File: config.mk
export PLATFORM = sky130hd
export DESIGN_NAME = qpn_queue
export DESIGN_NICKNAME = d
export VERILOG_FILES = /design/src/rtl/qpn_pkg.sv /design/src/rtl/qpn_queue.sv
export SDC_FILE = /design/constraint.sdc
export NUM_CORES = 1
export LEC_CHECK = 0
export BUFFER_PORTS_ARGS = -buffer_cell sky130_fd_sc_hd__buf_2
export CORE_MARGIN = 2
export CORE_UTILIZATION = 32
export CTS_CLUSTER_DIAMETER = 80
export DETAILED_ROUTE_END_ITERATION = 10
export PLACE_DENSITY = 0.55
export SETUP_SLACK_MARGIN = 0.2
export SYNTH_ARGS = -nofsm -noshare
export SYNTH_HDL_FRONTEND = slang
export SYNTH_SLANG_ARGS = --single-unit
File: constraint.sdc
create_clock -name clk -period 2 [get_ports clk]
set_clock_uncertainty 0.05 [all_clocks]
set_input_delay 0.4 -clock clk [delete_from_list [all_inputs] [get_ports clk]]
set_output_delay 0.4 -clock clk [all_outputs]
set_load 0.02 [all_outputs]
File: src/rtl/qpn_pkg.sv
`timescale 1ns / 1ps
// Shared constants for the normalized quaternion product block.
// No dependencies.
package qpn_pkg;

    localparam int COMPONENT_WIDTH_DEFAULT = 16;
    // Result format: signed Q1.14 in a 16-bit field.
    localparam int OUT_FRAC    = 14;
    localparam int OUT_WIDTH   = 16;
    // Bits of the doubled quotient floor(2 * |p_i| * 2^14 / |p|).
    localparam int ROOT_WIDTH  = OUT_FRAC + 2;
    // Queue between front and back; its depth is also the input credit limit.
    localparam int QUEUE_DEPTH = 8;
    localparam int FRONT_STAGES = 4;

endpackage

File: src/rtl/qpn_queue.sv
`timescale 1ns / 1ps
// Short FIFO between front and back ends.
// Depends on qpn_pkg for its depth.
module qpn_queue
    import qpn_pkg::*;
#(
    parameter int DW = 8
)
(
    input  logic          clk,
    input  logic          rst_n,
    input  logic          push,
    input  logic [DW-1:0] wdata,
    input  logic          pop,
    output logic          nonempty,
    output logic [DW-1:0] rdata
);

    localparam int AW = $clog2(QUEUE_DEPTH);
    localparam int CNTW = $clog2(QUEUE_DEPTH + 1);

    logic [DW-1:0]   mem [QUEUE_DEPTH];
    logic [AW-1:0]   wr_reg;
    logic [AW-1:0]   rd_reg;
    logic [CNTW-1:0] cnt_reg;

    always_ff @(posedge clk or negedge rst_n)
    begin
        if (!rst_n)
        begin
            wr_reg  <= '0;
            rd_reg  <= '0;
            cnt_reg <= '0;
        end
        else
        begin
            if (push)
            begin
                wr_reg <= wr_reg + AW'(1);
            end
            if (pop)
            begin
                rd_reg <= rd_reg + AW'(1);
            end
            cnt_reg <= cnt_reg + CNTW'(push) - CNTW'(pop);
        end
    end

    always_ff @(posedge clk)
    begin
        if (push)
        begin
            mem[wr_reg] <= wdata;
        end
    end

    assign nonempty = (cnt_reg != '0);
    assign rdata    = mem[rd_reg];

endmodule

==> impl_metrics.ini <==
[clocking]
cts_root_buf = clkbuf_8
numClockSinks = 74
htree_levels = 3
clockBufferDepth = 2
clkSlewWorstSetupHoldPaths_ns = 0.07
cts_tree = done
insertion_delay_ns = 0.34
numCtsBuffers = 9

[timing]
period_minus_slack_ns = 2.318
slew_headroom = 0.5705
fmax_mhz = 431.3
finalSetupViolCount = 8
rsz0062_at_grt = yes
hold_viol_final = 0
fin_hold_ws_ns = 0.2624
tightest_slew_ns = 0.6443
final.setup.tns_ns = -2.458
period_share = 1.159
drv_slew = 0
fin_ws_ns = -0.3184

[layout]
nets = 207
largest_reg_flops = 64
mostFrequentLayoutCell = edfxtp_1
diodes = 0
final_cell_mix = edfxtp_1 (64), mux4_2 (16), buf_2 (12)
fin_cells = 303
area_growth_pct = 18.09
drive_gt1_frac = 0.3854

[logic_synthesis]
muxShareOfSynthArea = 0.1763
synth_top_family_by_area = multiplexers
yosys.area_share.simple = 0.02359
ys_warn_count = 0
syn_area_mm2 = 0.003023
ys_seq_area_frac = 0.7185
synthAdderAreaFrac = 0.03560
ys_seq_elements = 74
synth_compound_area_frac = 0.004139
synth_nets = 165
syn_area_per_cell_um2 = 20.85
synth_cells = 145
post_synth_num_cell_types = 20
synthXorXnorAreaFrac = 0.01738

[pwr]
cellPowerDensity_mw_per_mm2 = 1502
switching_share = 0.3061
p_leak_nw = 1.297
p_int_mw = 3.721
p_switching_mw = 1.642
comb_power_share = 0.390
total_power_mw = 5.363
seq_power_share = 0.407
power.share.clock = 0.203
peakVddDrop_v = 0.0005011

[place]
dpl.cell_count = 285
io_buffers = 20
globalplace.congestion = 0.6398
dp_hpwl_mm = 3.540

[route]
drtAntennaViolNets = 0
viasPerCell = 4.713
routedWlPerCell_um = 17.94
drt_pass1_iterations = 4
drt-total-wl_mm = 5.435
vias = 1428
drc = 0
drt_iter0_markers = 52

[worst_hold_path]
hp-class = input port to register

[setup_path]
crit_buf_inv = 2
critPathCaptureType = output port
cp_top_family = multiplexers
cp.required_ns = 1.55
crit_path_top_delay_cell = mux4_2
critPathLaunchType = register
path_max_fanout = 7
cpMostUsedCell = buf_6
crit_type = register to output port
cp.arrival_ns = 1.87
cpPeakStageDelay_ns = 0.50
path_cells = buf_6 -> mux4_2 -> mux2_4 -> buf_6

[die]
fp-row-count = 35
die_height_um = 101.2
start_util = 0.3287
core-area_mm2 = 0.009196
dieWidth_um = 101.2
dieArea_mm2 = 0.01024
io_pins = 21

[global_route]
antenna_found_initial = 0
grt_max_degree = 17
grt_overflow_total = 0
grt_first_pass_wirelength_mm = 8.238
grt_pass1_vias = 1523
grtUsageTotal = 0.1152

[run_status]
violations = setup timing
outcome = complete, but fails checks

[run]
maxCapViolations = 0
repair_timing:
item | 4_1_cts | 5_1_grt
hold endpoints to repair | 10 | 0
setup buffers | 1 | 0
endpoints found under the setup margin | 8 | 8
resized for setup | 26 | 0
hold buffers | 1 | 0
through the flow:
step                area [um2]  setup slack, ns    util
finish                    3570          -0.3184  0.3882
floorplan                 3019           0.1297       -
global placement          3332        -0.002768  0.3623
detailed placement        3332         -0.04351  0.3623
global route              3570          -0.4116  0.3882
CTS                       3570          -0.3658  0.3882
final timing paths:
kind                             from  slack, ns          to  depth (start not counted)
setup / recovery            rd_reg[0]      -0.32    rdata[3]                          4
hold / removal                    pop       0.26   rd_reg[0]                          2
setup reg to reg           cnt_reg[0]       0.32  cnt_reg[3]                          7
hold reg to reg             rd_reg[2]       0.50   rd_reg[2]                          1
max in group asynchronous       rst_n       1.30   rd_reg[2]                          2
min in group asynchronous       rst_n       0.39  cnt_reg[0]                          2
cell type report:
class | instances | area (um2)
Clock buffer | 10 | 127.6
Inverter | 8 | 30.03
Sequential cell | 74 | 2172
Tap cell | 111 | 138.9
Timing Repair Buffer | 36 | 296.5
Fill cell | 842 | 5627
Clock inverter | 6 | 57.56
Multi-Input combinational cell | 58 | 747.0
cells in the mapped netlist (all sizes together):
cell / number / area [um2]
a21o: 1 / 7.510
a21oi: 1 / 5.000
buf: 3 / 36.28
clkbuf: 2 / 7.510
dfrtp: 10 / 250.2
edfxtp: 64 / 1922
fa: 1 / 20.02
ha: 7 / 87.58
inv: 8 / 30.03
mux2: 10 / 112.6
mux4: 16 / 420.4
nand2: 4 / 15.01
nand2b: 3 / 18.77
nand3: 1 / 5.000
nor2: 6 / 22.52
nor3: 2 / 10.01
xnor2: 3 / 26.28
xor2: 3 / 26.28
per-layer routing:
layer,wire [um],GRT usage,up-vias
met5,0,0,-
met4,81,0.04990,0
met3,204,0.04279,9
met2,2819,0.1961,25
met1,2330,0.1303,747
li1,-,-,647
power by group through the flow:
stage	Clock (mW)	Combinational, mW	Sequential (mW)
3_5_place_dp	0	1.87	2.21
2_1_floorplan	0	1.42	2.11
4_1_cts	1.12	2.13	2.19
6_report	1.09	2.09	2.18
3_3_place_gp	0	1.79	2.19
5_1_grt	1.19	2.25	2.22
kinds of logic (layout without fill, tap and decap cells):
family | Yosys count | in the layout
AOI/OAI and AO/OA | 2 | 2
xor gates and xnor gates | 6 | 6
adders and majority gates | 8 | 8
buffers and inverters | 13 | 60
DFF | 74 | 74
muxes | 26 | 26
and+or+nand+nor | 16 | 16
Power figures use the tool's default switching activity.
